===== src/hdl/rpsd_pkg.sv =====
// Shared types and constants for the repeat pattern stuck detector.
// No dependencies; used by every module of the block.
`default_nettype none

package rpsd_pkg;

    localparam int NUM_SENSORS  = 8;
    localparam int READ_W       = 11;
    localparam int FRAME_W      = NUM_SENSORS * READ_W;
    localparam int WEIGHT_W     = 16;
    localparam int TOTAL_W      = 18;
    localparam int SUM_W        = TOTAL_W + 1;
    localparam int THRESH_W     = 16;
    localparam int OUT_TDATA_W  = 8;

    localparam logic [READ_W-1:0]   NO_DETECT    = {READ_W{1'b1}};
    localparam logic [WEIGHT_W-1:0] WEIGHT_MAX   = {WEIGHT_W{1'b1}};
    localparam logic [TOTAL_W-1:0]  TOTAL_MAX    = {TOTAL_W{1'b1}};
    localparam logic [THRESH_W-1:0] THRESH_RESET = 16'd100;

    // One classified frame as it sits in the queue.
    typedef struct packed {
        logic               none;
        logic [FRAME_W-1:0] frame;
    } t_item;

    typedef struct packed {
        logic nothing_detected;
        logic seen_before;
        logic stuck;
    } t_result;

endpackage

`default_nettype wire


===== src/hdl/rpsd_front.sv =====
// Front end: takes sensor words, clamps readings below -1 and flags all-empty frames.
// Depends on rpsd_pkg.
`default_nettype none

module rpsd_front (
    input  wire logic                        i_s_tvalid,
    output logic                             o_s_tready,
    input  wire logic [rpsd_pkg::FRAME_W-1:0] i_s_tdata,
    output logic                             o_push_valid,
    input  wire logic                        i_push_ready,
    output rpsd_pkg::t_item                  o_push_item
);

    logic [rpsd_pkg::FRAME_W-1:0] clamped;
    logic                         all_none;

    always_comb begin
        logic [rpsd_pkg::READ_W-1:0] v;
        all_none = 1'b1;
        for (int i = 0; i < rpsd_pkg::NUM_SENSORS; i++) begin
            v = i_s_tdata[i*rpsd_pkg::READ_W +: rpsd_pkg::READ_W];
            // negative and not -1: saturate to -1
            if (v[rpsd_pkg::READ_W-1] && (v != rpsd_pkg::NO_DETECT)) begin
                v = rpsd_pkg::NO_DETECT;
            end
            if (v != rpsd_pkg::NO_DETECT) begin
                all_none = 1'b0;
            end
            clamped[i*rpsd_pkg::READ_W +: rpsd_pkg::READ_W] = v;
        end
    end

    assign o_s_tready        = i_push_ready;
    assign o_push_valid      = i_s_tvalid;
    assign o_push_item.none  = all_none;
    assign o_push_item.frame = clamped;

endmodule

`default_nettype wire


===== src/hdl/rpsd_queue.sv =====
// Two-entry queue of classified frames between front and back end.
// Depends on rpsd_pkg.
`default_nettype none

module rpsd_queue (
    input  wire logic            i_clk,
    input  wire logic            i_rst_n,
    input  wire logic            i_push_valid,
    output logic                 o_push_ready,
    input  wire rpsd_pkg::t_item i_push_item,
    output logic                 o_pop_valid,
    input  wire logic            i_pop_ready,
    output rpsd_pkg::t_item      o_pop_item
);

    rpsd_pkg::t_item r_mem [2];
    logic            r_wr_ptr;
    logic            r_rd_ptr;
    logic [1:0]      r_count;
    logic            push;
    logic            pop;

    assign o_push_ready = (r_count != 2'd2);
    assign o_pop_valid  = (r_count != 2'd0);
    assign o_pop_item   = r_mem[r_rd_ptr];
    assign push         = i_push_valid && o_push_ready;
    assign pop          = o_pop_valid && i_pop_ready;

    always_ff @(posedge i_clk) begin
        if (push) begin
            r_mem[r_wr_ptr] <= i_push_item;
        end
    end

    always_ff @(posedge i_clk) begin
        if (!i_rst_n) begin
            r_wr_ptr <= 1'b0;
            r_rd_ptr <= 1'b0;
            r_count  <= 2'd0;
        end else begin
            if (push) begin
                r_wr_ptr <= ~r_wr_ptr;
            end
            if (pop) begin
                r_rd_ptr <= ~r_rd_ptr;
            end
            if (push && !pop) begin
                r_count <= r_count + 2'd1;
            end else if (pop && !push) begin
                r_count <= r_count - 2'd1;
            end
        end
    end

endmodule

`default_nettype wire


===== src/hdl/rpsd_back.sv =====
// Back end: scans the frame history one entry per cycle, updates weight and score,
// writes the frame into the ring and holds the result word. Depends on rpsd_pkg.
`default_nettype none

module rpsd_back #(
    parameter int HISTORY_DEPTH = 16
) (
    input  wire logic                          i_clk,
    input  wire logic                          i_rst_n,
    input  wire logic [rpsd_pkg::THRESH_W-1:0] i_threshold,
    input  wire logic                          i_pop_valid,
    output logic                               o_pop_ready,
    input  wire rpsd_pkg::t_item               i_pop_item,
    output logic                               o_out_valid,
    input  wire logic                          i_out_ready,
    output rpsd_pkg::t_result                  o_out_result
);

    localparam int SLOT_W = (HISTORY_DEPTH > 1) ? $clog2(HISTORY_DEPTH) : 1;
    localparam int CNT_W  = $clog2(HISTORY_DEPTH + 1);

    typedef enum logic [1:0] {S_IDLE, S_SCAN, S_UPDATE, S_EMIT} t_state;

    logic [rpsd_pkg::FRAME_W-1:0] r_hist [HISTORY_DEPTH];
    logic [rpsd_pkg::FRAME_W-1:0] r_rd_data;

    t_state                        r_state;
    logic [rpsd_pkg::FRAME_W-1:0]  r_frame;
    logic                          r_match;
    logic                          r_rd_valid;
    logic [CNT_W-1:0]              r_rd_idx;
    logic [CNT_W-1:0]              r_fill;
    logic [SLOT_W-1:0]             r_slot;
    logic [rpsd_pkg::WEIGHT_W-1:0] r_weight;
    logic [rpsd_pkg::TOTAL_W-1:0]  r_total;
    rpsd_pkg::t_result             r_res;
    rpsd_pkg::t_result             r_out;
    logic                          r_out_valid;

    logic                          scan_issue;
    logic                          hist_we;
    logic [rpsd_pkg::WEIGHT_W-1:0] n_weight;
    logic [rpsd_pkg::TOTAL_W-1:0]  n_total;
    logic [rpsd_pkg::SUM_W-1:0]    sum;
    logic                          over;

    assign scan_issue   = (r_state == S_SCAN) && (r_rd_idx != r_fill);
    assign hist_we      = (r_state == S_UPDATE);
    assign o_pop_ready  = (r_state == S_IDLE);
    assign o_out_valid  = r_out_valid;
    assign o_out_result = r_out;

    always_ff @(posedge i_clk) begin
        if (hist_we) begin
            r_hist[r_slot] <= r_frame;
        end
        r_rd_data <= r_hist[r_rd_idx[SLOT_W-1:0]];
    end

    always_comb begin
        sum = '0;
        if (r_match) begin
            n_weight = (r_weight == rpsd_pkg::WEIGHT_MAX) ? r_weight
                     : r_weight + rpsd_pkg::WEIGHT_W'(1);
            sum      = {1'b0, r_total} + rpsd_pkg::SUM_W'(n_weight);
            n_total  = sum[rpsd_pkg::TOTAL_W] ? rpsd_pkg::TOTAL_MAX
                     : sum[rpsd_pkg::TOTAL_W-1:0];
        end else begin
            n_weight = '0;
            n_total  = r_total >> 1;
        end
        over = n_total > rpsd_pkg::TOTAL_W'(i_threshold);
    end

    always_ff @(posedge i_clk) begin
        if (!i_rst_n) begin
            r_state     <= S_IDLE;
            r_match     <= 1'b0;
            r_rd_valid  <= 1'b0;
            r_rd_idx    <= '0;
            r_fill      <= '0;
            r_slot      <= '0;
            r_weight    <= '0;
            r_total     <= '0;
            r_out_valid <= 1'b0;
        end else begin
            r_rd_valid <= scan_issue;
            // the emit state handles the output register itself
            if (r_out_valid && i_out_ready && (r_state != S_EMIT)) begin
                r_out_valid <= 1'b0;
            end
            unique case (r_state)
                S_IDLE: begin
                    if (i_pop_valid) begin
                        r_frame  <= i_pop_item.frame;
                        r_match  <= 1'b0;
                        r_rd_idx <= '0;
                        if (i_pop_item.none) begin
                            r_res   <= '{nothing_detected: 1'b1, seen_before: 1'b0,
                                         stuck: 1'b0};
                            r_state <= S_EMIT;
                        end else begin
                            r_state <= S_SCAN;
                        end
                    end
                end
                S_SCAN: begin
                    if (scan_issue) begin
                        r_rd_idx <= r_rd_idx + CNT_W'(1);
                    end
                    if (r_rd_valid && (r_rd_data == r_frame)) begin
                        r_match <= 1'b1;
                    end
                    // last read compared in the previous cycle
                    if (!scan_issue && !r_rd_valid) begin
                        r_state <= S_UPDATE;
                    end
                end
                S_UPDATE: begin
                    if (over) begin
                        r_weight <= '0;
                        r_total  <= '0;
                    end else begin
                        r_weight <= n_weight;
                        r_total  <= n_total;
                    end
                    if (r_fill != CNT_W'(HISTORY_DEPTH)) begin
                        r_fill <= r_fill + CNT_W'(1);
                    end
                    if (r_slot == SLOT_W'(HISTORY_DEPTH - 1)) begin
                        r_slot <= '0;
                    end else begin
                        r_slot <= r_slot + SLOT_W'(1);
                    end
                    r_res   <= '{nothing_detected: 1'b0, seen_before: r_match, stuck: over};
                    r_state <= S_EMIT;
                end
                S_EMIT: begin
                    if (!r_out_valid || i_out_ready) begin
                        r_out       <= r_res;
                        r_out_valid <= 1'b1;
                        r_state     <= S_IDLE;
                    end
                end
                default: begin
                    r_state <= S_IDLE;
                end
            endcase
        end
    end

endmodule

`default_nettype wire


===== src/hdl/repeat_pattern_stuck_detector.sv =====
// Top level of the repeat pattern stuck detector: threshold register, front end,
// queue and back end. Depends on rpsd_pkg, rpsd_front, rpsd_queue, rpsd_back.
//
// Each word on the slave side is one frame of eight 11-bit sensor readings; one
// result word comes out for every frame. The back end takes a frame whose readings
// are all -1 straight to emit. Any other frame goes through scan, update and emit;
// the scan reads the history RAM, up to 16 stored frames once the ring is full, one
// stored frame per cycle through a single read port and compares each frame against
// the new one. A two-word queue lets the front end take frames while the back end
// is busy, and the result register lets the next frame be scanned while a result
// waits on the master side. The threshold is written via i_cfg_we / i_cfg_wdata;
// the user must write it only while the block is idle; nothing enforces it.
`default_nettype none

module repeat_pattern_stuck_detector #(
    parameter int HISTORY_DEPTH = 16
) (
    input  wire logic                             i_clk,
    input  wire logic                             i_rst_n,
    input  wire logic                             i_cfg_we,
    input  wire logic [rpsd_pkg::THRESH_W-1:0]    i_cfg_wdata,
    input  wire logic                             i_s_tvalid,
    output logic                                  o_s_tready,
    // sensor_0 [10:0], sensor_1, ... sensor_7 [87:77]
    input  wire logic [rpsd_pkg::FRAME_W-1:0]     i_s_tdata,
    output logic                                  o_m_tvalid,
    input  wire logic                             i_m_tready,
    // stuck [0], seen_before [1], nothing_detected [2], zeros above
    output logic [rpsd_pkg::OUT_TDATA_W-1:0]      o_m_tdata
);

    logic [rpsd_pkg::THRESH_W-1:0] r_threshold;

    logic              push_valid;
    logic              push_ready;
    rpsd_pkg::t_item   push_item;
    logic              pop_valid;
    logic              pop_ready;
    rpsd_pkg::t_item   pop_item;
    rpsd_pkg::t_result out_result;

    always_ff @(posedge i_clk) begin
        if (!i_rst_n) begin
            r_threshold <= rpsd_pkg::THRESH_RESET;
        end else if (i_cfg_we) begin
            r_threshold <= i_cfg_wdata;
        end
    end

    rpsd_front u_front (
        .i_s_tvalid   (i_s_tvalid),
        .o_s_tready   (o_s_tready),
        .i_s_tdata    (i_s_tdata),
        .o_push_valid (push_valid),
        .i_push_ready (push_ready),
        .o_push_item  (push_item)
    );

    rpsd_queue u_queue (
        .i_clk        (i_clk),
        .i_rst_n      (i_rst_n),
        .i_push_valid (push_valid),
        .o_push_ready (push_ready),
        .i_push_item  (push_item),
        .o_pop_valid  (pop_valid),
        .i_pop_ready  (pop_ready),
        .o_pop_item   (pop_item)
    );

    rpsd_back #(
        .HISTORY_DEPTH (HISTORY_DEPTH)
    ) u_back (
        .i_clk        (i_clk),
        .i_rst_n      (i_rst_n),
        .i_threshold  (r_threshold),
        .i_pop_valid  (pop_valid),
        .o_pop_ready  (pop_ready),
        .i_pop_item   (pop_item),
        .o_out_valid  (o_m_tvalid),
        .i_out_ready  (i_m_tready),
        .o_out_result (out_result)
    );

    assign o_m_tdata = {{(rpsd_pkg::OUT_TDATA_W - 3){1'b0}},
                        out_result.nothing_detected, out_result.seen_before,
                        out_result.stuck};

endmodule

`default_nettype wire

===== config.mk =====
export PLATFORM = sky130hd
export DESIGN_NAME = repeat_pattern_stuck_detector
export DESIGN_NICKNAME = d
export VERILOG_FILES = /design/src/hdl/rpsd_pkg.sv /design/src/hdl/rpsd_front.sv /design/src/hdl/rpsd_queue.sv /design/src/hdl/rpsd_back.sv /design/src/hdl/repeat_pattern_stuck_detector.sv
export SDC_FILE = /design/constraint.sdc
export NUM_CORES = 2
export LEC_CHECK = 0
export CAP_MARGIN = 40
export CORE_ASPECT_RATIO = 0.5
export CORE_MARGIN = 3
export CORE_UTILIZATION = 25
export DETAILED_ROUTE_END_ITERATION = 8
export DONT_BUFFER_PORTS = 1
export PLACE_DENSITY_LB_ADDON = 0.3
export SLEW_MARGIN = 20
export SYNTH_ARGS = -nofsm -noshare
export SYNTH_HDL_FRONTEND = slang
export SYNTH_SLANG_ARGS = --single-unit

===== constraint.sdc =====
create_clock -name i_clk -period 16.22 [get_ports i_clk]
set_input_delay 3.244 -clock i_clk [delete_from_list [all_inputs] [get_ports i_clk]]
set_output_delay 3.244 -clock i_clk [all_outputs]
set_load 0.05 [all_outputs]

== Word-level counts from Yosys, hierarchy flattened ==
Memories as Yosys holds them, arrays and structs flattened. A register that Yosys moved wholly into a read port is not among the register bits.
Index checks and enable logic that the tools add are counted.
Widths: inputs -> output; s select.

* Memories: 2
* Register bits after elaboration: 167
* RAM bits: 1586
* Logic and storage cells: 147
* Output and inout port bits: 10
* Input port bits: 109

{| class="wikitable"
|+ Memories
! memory !! words !! width !! read ports !! clocked after Yosys merged registers in !! write ports !! line !! RTL
|-
| u_back.r_hist || 16 || 88 || 1 || 1 || 1 || rpsd_back.sv:24 || <nowiki>logic [rpsd_pkg::FRAME_W-1:0] r_hist [HISTORY_DEPTH];</nowiki>
|-
| u_queue.r_mem || 2 || 89 || 1 || 1 || 1 || rpsd_queue.sv:16 || <nowiki>rpsd_pkg::t_item r_mem [2];</nowiki>
|}

* Multiplexer cells: 48
* Add/sub/neg operators: 7
* Eq/ne operators: 32
* $lt $le $gt $ge: 1
* Bitwise operators: 2
* Reductions and logical operators: 35

{| class="wikitable"
|+ Operator list
! kind !! count
|-
| $ne 11x11->1 const B || 16
|-
| $eq 88x88->1 || 1
|-
| $mux 11 || 8
|-
| $mux 18 || 3
|-
| $mux 16 || 3
|-
| $add 18x16->19 || 1
|-
| $mux 1 || 19
|-
| $gt 18x16->1 || 1
|-
| $logic_and 1x1->1 || 17
|-
| $add 16x1->16 const B || 1
|-
| $eq 16x16->1 const B || 1
|-
| $reduce_and 3->1 || 5
|-
| $mux 2 || 6
|-
| $add 5x1->5 const B || 2
|-
| $mux 5 || 2
|-
| $ne 2x2->1 const B || 5
|-
| $pmux 5 s2 || 1
|-
| $pmux 2 s4 || 1
|-
| $reduce_bool 2->1 || 4
|-
| $mux 3 || 2
|-
| $ne 2x1->1 const B || 3
|-
| $pmux 3 s2 || 1
|-
| $logic_not 1->1 || 5
|-
| $ne 5x5->1 || 1
|-
| 14 further kinds || 16
|}

== Depth between registers and ports, before layout ==
* Word-level depth: 12
* Gate-level depth with buffers: 28
* Depth with buffers taken out: 24

== Hierarchy ==
From an unflattened synthesis, not the netlist that was laid out.

* Cell total of the unflattened synthesis: 3264
* Area total of the unflattened synthesis: 70453.8 µm²

{| class="wikitable"
|+ Modules (own cells, without submodules)
! module !! seq. area each (µm²) !! times used !! cells each !! area each (µm²)
|-
| rpsd_back || 47926.0 || 1 || 2804 || 62448.6
|-
| rpsd_queue || 5445.2 || 1 || 301 || 6696.4
|-
| rpsd_front || 0.0 || 1 || 102 || 659.4
|-
| repeat_pattern_stuck_detector || 320.3 || 1 || 57 || 649.4
|}

== Least setup slack after synthesis ==
OpenSTA, ideal clock, no wires.

* Kind: in2reg
* From: in i_rst_n
* To: reg u_back.r_frame[0] (netlist bit), enable pin
* Library setup time: 0.536 ns
* Path buffers: 2
* Path slack: 8.055 ns
* Arrival time: 7.629 ns
* Data required time: 15.684 ns
* Stages: 4
* Path through: clkbuf_1 -> clkinv_1 -> clkbuf_1 -> nor2_1

* Longest elaborated chain between the ends: 1

{| class="wikitable"
|+ RTL lines
! item !! line !! RTL
|-
| start: declaration || repeat_pattern_stuck_detector.sv:19 || <nowiki>input wire logic i_rst_n,</nowiki>
|-
| $reduce_and 3->1 (no source line) || n/a ||
|-
| end signal: assignment || rpsd_back.sv:95 || <nowiki>r_frame <= i_pop_item.frame;</nowiki>
|-
| end: declaration || rpsd_back.sv:28 || <nowiki>logic [rpsd_pkg::FRAME_W-1:0] r_frame;</nowiki>
|}

No other way between the ends.
A chain may end at the register's enable or synchronous reset.

== Final worst setup path ==
* From: reg u_back.r_weight[4] (netlist bit)
* To: reg u_back.r_total[0] (netlist bit)

* Longest elaborated chain between the ends: 7
* Elaborated cells between the ends (all ways): 8
* Classes of those cells: add/sub (2); order compare (1); eq/ne (1); mux (4)

{| class="wikitable"
|+ RTL lines
! item !! line !! RTL
|-
| start: declaration || rpsd_back.sv:34 || <nowiki>logic [rpsd_pkg::WEIGHT_W-1:0] r_weight;</nowiki>
|-
| start signal: assignment || rpsd_back.sv:124 || <nowiki>r_weight <= n_weight;</nowiki>
|-
| $add 16x1->16 or $eq 16x16->1 (tied branches) || rpsd_back.sv:64, rpsd_back.sv:63 ||
|-
| $mux 16 * || rpsd_back.sv:63 || <nowiki>n_weight = (r_weight == rpsd_pkg::WEIGHT_MAX) ? r_weight</nowiki>
|-
| $add 18x16->19 * || rpsd_back.sv:65 || <nowiki>sum = {1'b0, r_total} + rpsd_pkg::SUM_W'(n_weight);</nowiki>
|-
| $mux 18 * || rpsd_back.sv:66 || <nowiki>n_total = sum[rpsd_pkg::TOTAL_W] ? rpsd_pkg::TOTAL_MAX</nowiki>
|-
| $mux 18 * || rpsd_back.sv:62 || <nowiki>if (r_match) begin</nowiki>
|-
| $gt 18x16->1 || rpsd_back.sv:72 || <nowiki>over = n_total > rpsd_pkg::TOTAL_W'(i_threshold);</nowiki>
|-
| $mux 18 * || rpsd_back.sv:120 || <nowiki>if (over) begin</nowiki>
|-
| end signal: assignment || rpsd_back.sv:125 || <nowiki>r_total <= n_total;</nowiki>
|-
| end: declaration || rpsd_back.sv:35 || <nowiki>logic [rpsd_pkg::TOTAL_W-1:0] r_total;</nowiki>
|}

Mark *: on every way between the ends. The rest lies on a longest branch, timed or not.

==> results.md <==
* Max-slew violation count at 0
* Hold path depth at 0
* Mean post-synth cell area at 21.5 µm²
* YS warnings at 0
* Clk sinks at 1,842
* RSZ-0062 raised after global routing: false
* Critical path arrival at 7730 ps
* IR drop worst, VDD at 91.6 µV
* DRT iter0 DRCs at 2,889
* Avg Vias per Cell at 4.46
* Crit path capture type: flop
* FFs w/ async S/R, synth at 0%
* Initial Util at 25.3%
* Via count at 32,400
* Total track usage at 11.9%
* Detailed Route WL at 175,000 µm
* Mapped Area at 0.0701 mm²
* Final antenna-violating net count at 0
* DR WL/cell at 24.1 µm
* Pwr/cell area at 141 mW/mm²
* GPL Wtd Cong at 0.764
* Reg2reg path depth at 23
* Hold WC Path Type: flop to flop
* Startpoint types: flop
* Initial antenna violation count at 17
* Final hold violations at 0
* Setup violators final at 0
* Final Cycle Share at 43.1%
* Sequential cell area fraction in the yosys report at 76.6%
* Io pins at 119
* CP cell instances: nand4_1, or2_2, or4_1, xor2_1, ha_1, inv_1, fa_1, nor2b_1, o2111ai_1, a21o_1, a211oi_1, o21a_1, nor2_1, a21oi_1, ha_1, a21oi_1, o21ai_0, a21o_1, nor3_1, o211ai_1, a2111oi_4, or2_1, a32o_1
* Die area at 0.287 mm²
* PortBufs at 0
* Cells after Synth at 3,252
* Clk_skew at 29.7 ps
* Pin count of the biggest net entering global routing at 153
* Maximum clock frequency at 143 MHz
* Setup bufs post-CTS at 0
* Clk_lat worst skew at 800 ps
* Die X at 755 µm
* Post-synth EDFFs at 1,680
* Library cells used by synthesis at 71
* CTS tree: done
* Tmin final at 6990 ps
* Core area at 0.277 mm²
* Clock Path Buffers at 3
* Drc violations at 0
* Critical Path RT at 16,960 ps
* #FFs+latches synth at 1,842
* Commonest cells after routing, fill and taps aside: 1,680 x edfxtp_1, 440 x mux4_2, 184 x clkbuf_16
* Clock slew at reported path FFs at 60 ps
* Std-Cell Rows at 136
* Status: finished clean
* First-pass GRT wire length at 251,000 µm
* Main synth FF type: edfxtp_1
* Die Span Y at 380 µm
* Worst Max-Slew Pin Slew at 1220 ps
* H-tree Lvls at 4
* Setup TNS at 0 ps
* Share of cells above drive strength 1 at 28.3%
* First drt pass iteration count at 7
* CTS resizes at 0
* DP HPWL at 98,800 µm
* DP Cell Count at 6,919
* Worst Path Max Fanout at 16
* Lkg Pwr at 24.7 nW
* Setup Crit Path Kind: flop to flop
* Max_cap viols at 0
* Hold-fix buffers, CTS at 0
* Remaining global-route overflow at 0
* Post-Layout Cell Count at 7,265
* Largest stage delay, worst path at 690 ps
* Root buf cell: clkbuf_16
* Number of global-route vias before repair at 34,300
* TritonCTS buffer count at 181
* Most common cell after layout, fill and taps aside: edfxtp_1
* Final #Nets at 3,535
* CP max-delay cell: or4_1
* Syn-to-layout area delta at 16.1%
* Max-slew headroom at the worst pin at 18.6%
[Yosys cell counts (all sizes together), types with 4 or more instances]
master / count / area share [%]
a31oi: 9 / 0.080
a22o: 25 / 0.31
a21o: 10 / 0.11
or3: 5 / 0.052
nor2: 81 / 0.43
clkbuf: 103 / 0.55
or2: 85 / 0.76
nand4: 28 / 0.25
nand2b: 5 / 0.045
a211oi: 5 / 0.061
and2: 21 / 0.19
mux2i: 20 / 0.29
o2bb2ai: 8 / 0.10
xnor2: 37 / 0.46
nand2: 49 / 0.26
mux2: 89 / 1.4
a21oi: 44 / 0.32
nand3: 13 / 0.093
and3: 6 / 0.054
edfxtp: 1680 / 72
buf: 49 / 0.34
nor4: 14 / 0.12
xor2: 60 / 0.75
dfxtp: 162 / 4.6
mux4: 440 / 14
o21ai: 20 / 0.15
o21a: 6 / 0.064
inv: 59 / 0.32
nor2b: 7 / 0.062
ha: 46 / 0.82
nor3: 13 / 0.093
o22ai: 9 / 0.080
o211ai: 4 / 0.043
[power breakdown]
group	internal [W]	total, W	leakage (nW)	switching [W]
Clock	0.00238	0.00417	2.90	0.00180
Sequential	0.00568	0.00597	16.4	0.000299
Combinational	0.000643	0.00136	5.36	0.000718
[worst max-delay path: cells and delay by family, from the launching register on]
family / cells / cell delay [ps]
buffers and inverters: 1 / 60
AND/OR/NAND/NOR: 7 / 2430
AO/OA/AOI/OAI: 11 / 2810
adder cells (fa/ha/maj): 3 / 920
XOR/XNOR: 1 / 260
flip-flops: 1 / 450
[final cells by class]
cell class / instances / area (µm²)
diodes: 1 / 2.50
clock buffers: 254 / 5050
clock inverters: 88 / 875
fillers: 26800 / 195000
inverters: 62 / 233
multi-input cells: 1200 / 15600
flip-flops and latches: 1842 / 53700
well taps: 3726 / 4660
repair buffers: 92 / 1240
[registers in the layout, summed over array words and instances (netlist names), 2 cells and up, named ones only]
| signal | count |
|---|---|
| u_queue.r_count | 2 |
| u_back.r_res | 3 |
| r_threshold | 16 |
| u_back.o_out_result | 3 |
| u_back.r_state | 2 |
| u_back.r_rd_data | 88 |
| u_back.r_fill | 5 |
| u_back.r_total | 18 |
| u_back.r_frame | 88 |
| u_queue.r_mem | 178 |
| u_back.r_hist | 1408 |
| u_back.r_slot | 4 |
| u_back.r_rd_idx | 5 |
| u_back.r_weight | 16 |
[cell families (layout without fill, tap and decap cells)]
family                   count (synthesis)  count (layout)  share of synthesized area (%)
buffers and inverters                  214             496                           1.23
other                                    1               6                        0.00535
AND/OR/NAND/NOR                        335             335                           2.51
XOR/XNOR                                97              97                           1.21
flip-flops                            1842            1842                           76.6
AO/OA/AOI/OAI                          167             167                           1.72
multiplexers                           549             549                           15.9
adder cells (fa/ha/maj)                 47              47                          0.850
[worst paths after layout]
path / slack, ps / from / endpoint
max: 9230 / u_back.r_weight[4]$_SDFFE_PN0P_ / u_back.r_total[0]$_SDFFE_PN0P_
min: 420 / u_back.r_res[0]$_SDFFCE_PN0P_ / u_back.o_out_result[0]$_DFFE_PP_
max reg2reg: 9230 / u_back.r_weight[4]$_SDFFE_PN0P_ / u_back.r_total[0]$_SDFFE_PN0P_
min reg2reg: 420 / u_back.r_res[0]$_SDFFCE_PN0P_ / u_back.o_out_result[0]$_DFFE_PP_
[metal layers]
layer | vias to the layer above | track usage, % | wire (µm)
li1 | 13600 | - | -
met1 | 17700 | 16.4 | 77700
met2 | 853 | 20.0 | 85900
met3 | 188 | 1.79 | 8410
met4 | 2 | 2.49 | 2730
met5 | - | 0 | 13
[through the flow]
stage | total power [W] | worst slack, ps | util (%) | hold WS (ps) | cell area [µm²]
detailed placement | 0.00747 | 9300 | 27.2 | 407 | 75400
finish | 0.0115 | 9230 | 29.4 | 420 | 81400
global placement | 0.00740 | 9040 | 27.0 | 406 | 74700
CTS | 0.0117 | 9270 | 29.4 | 422 | 81300
global route | 0.0120 | 8660 | 29.4 | 425 | 81400
floorplan | 0.00688 | 8060 | - | 400 | 70100
(Power assumes the default switching activity.)
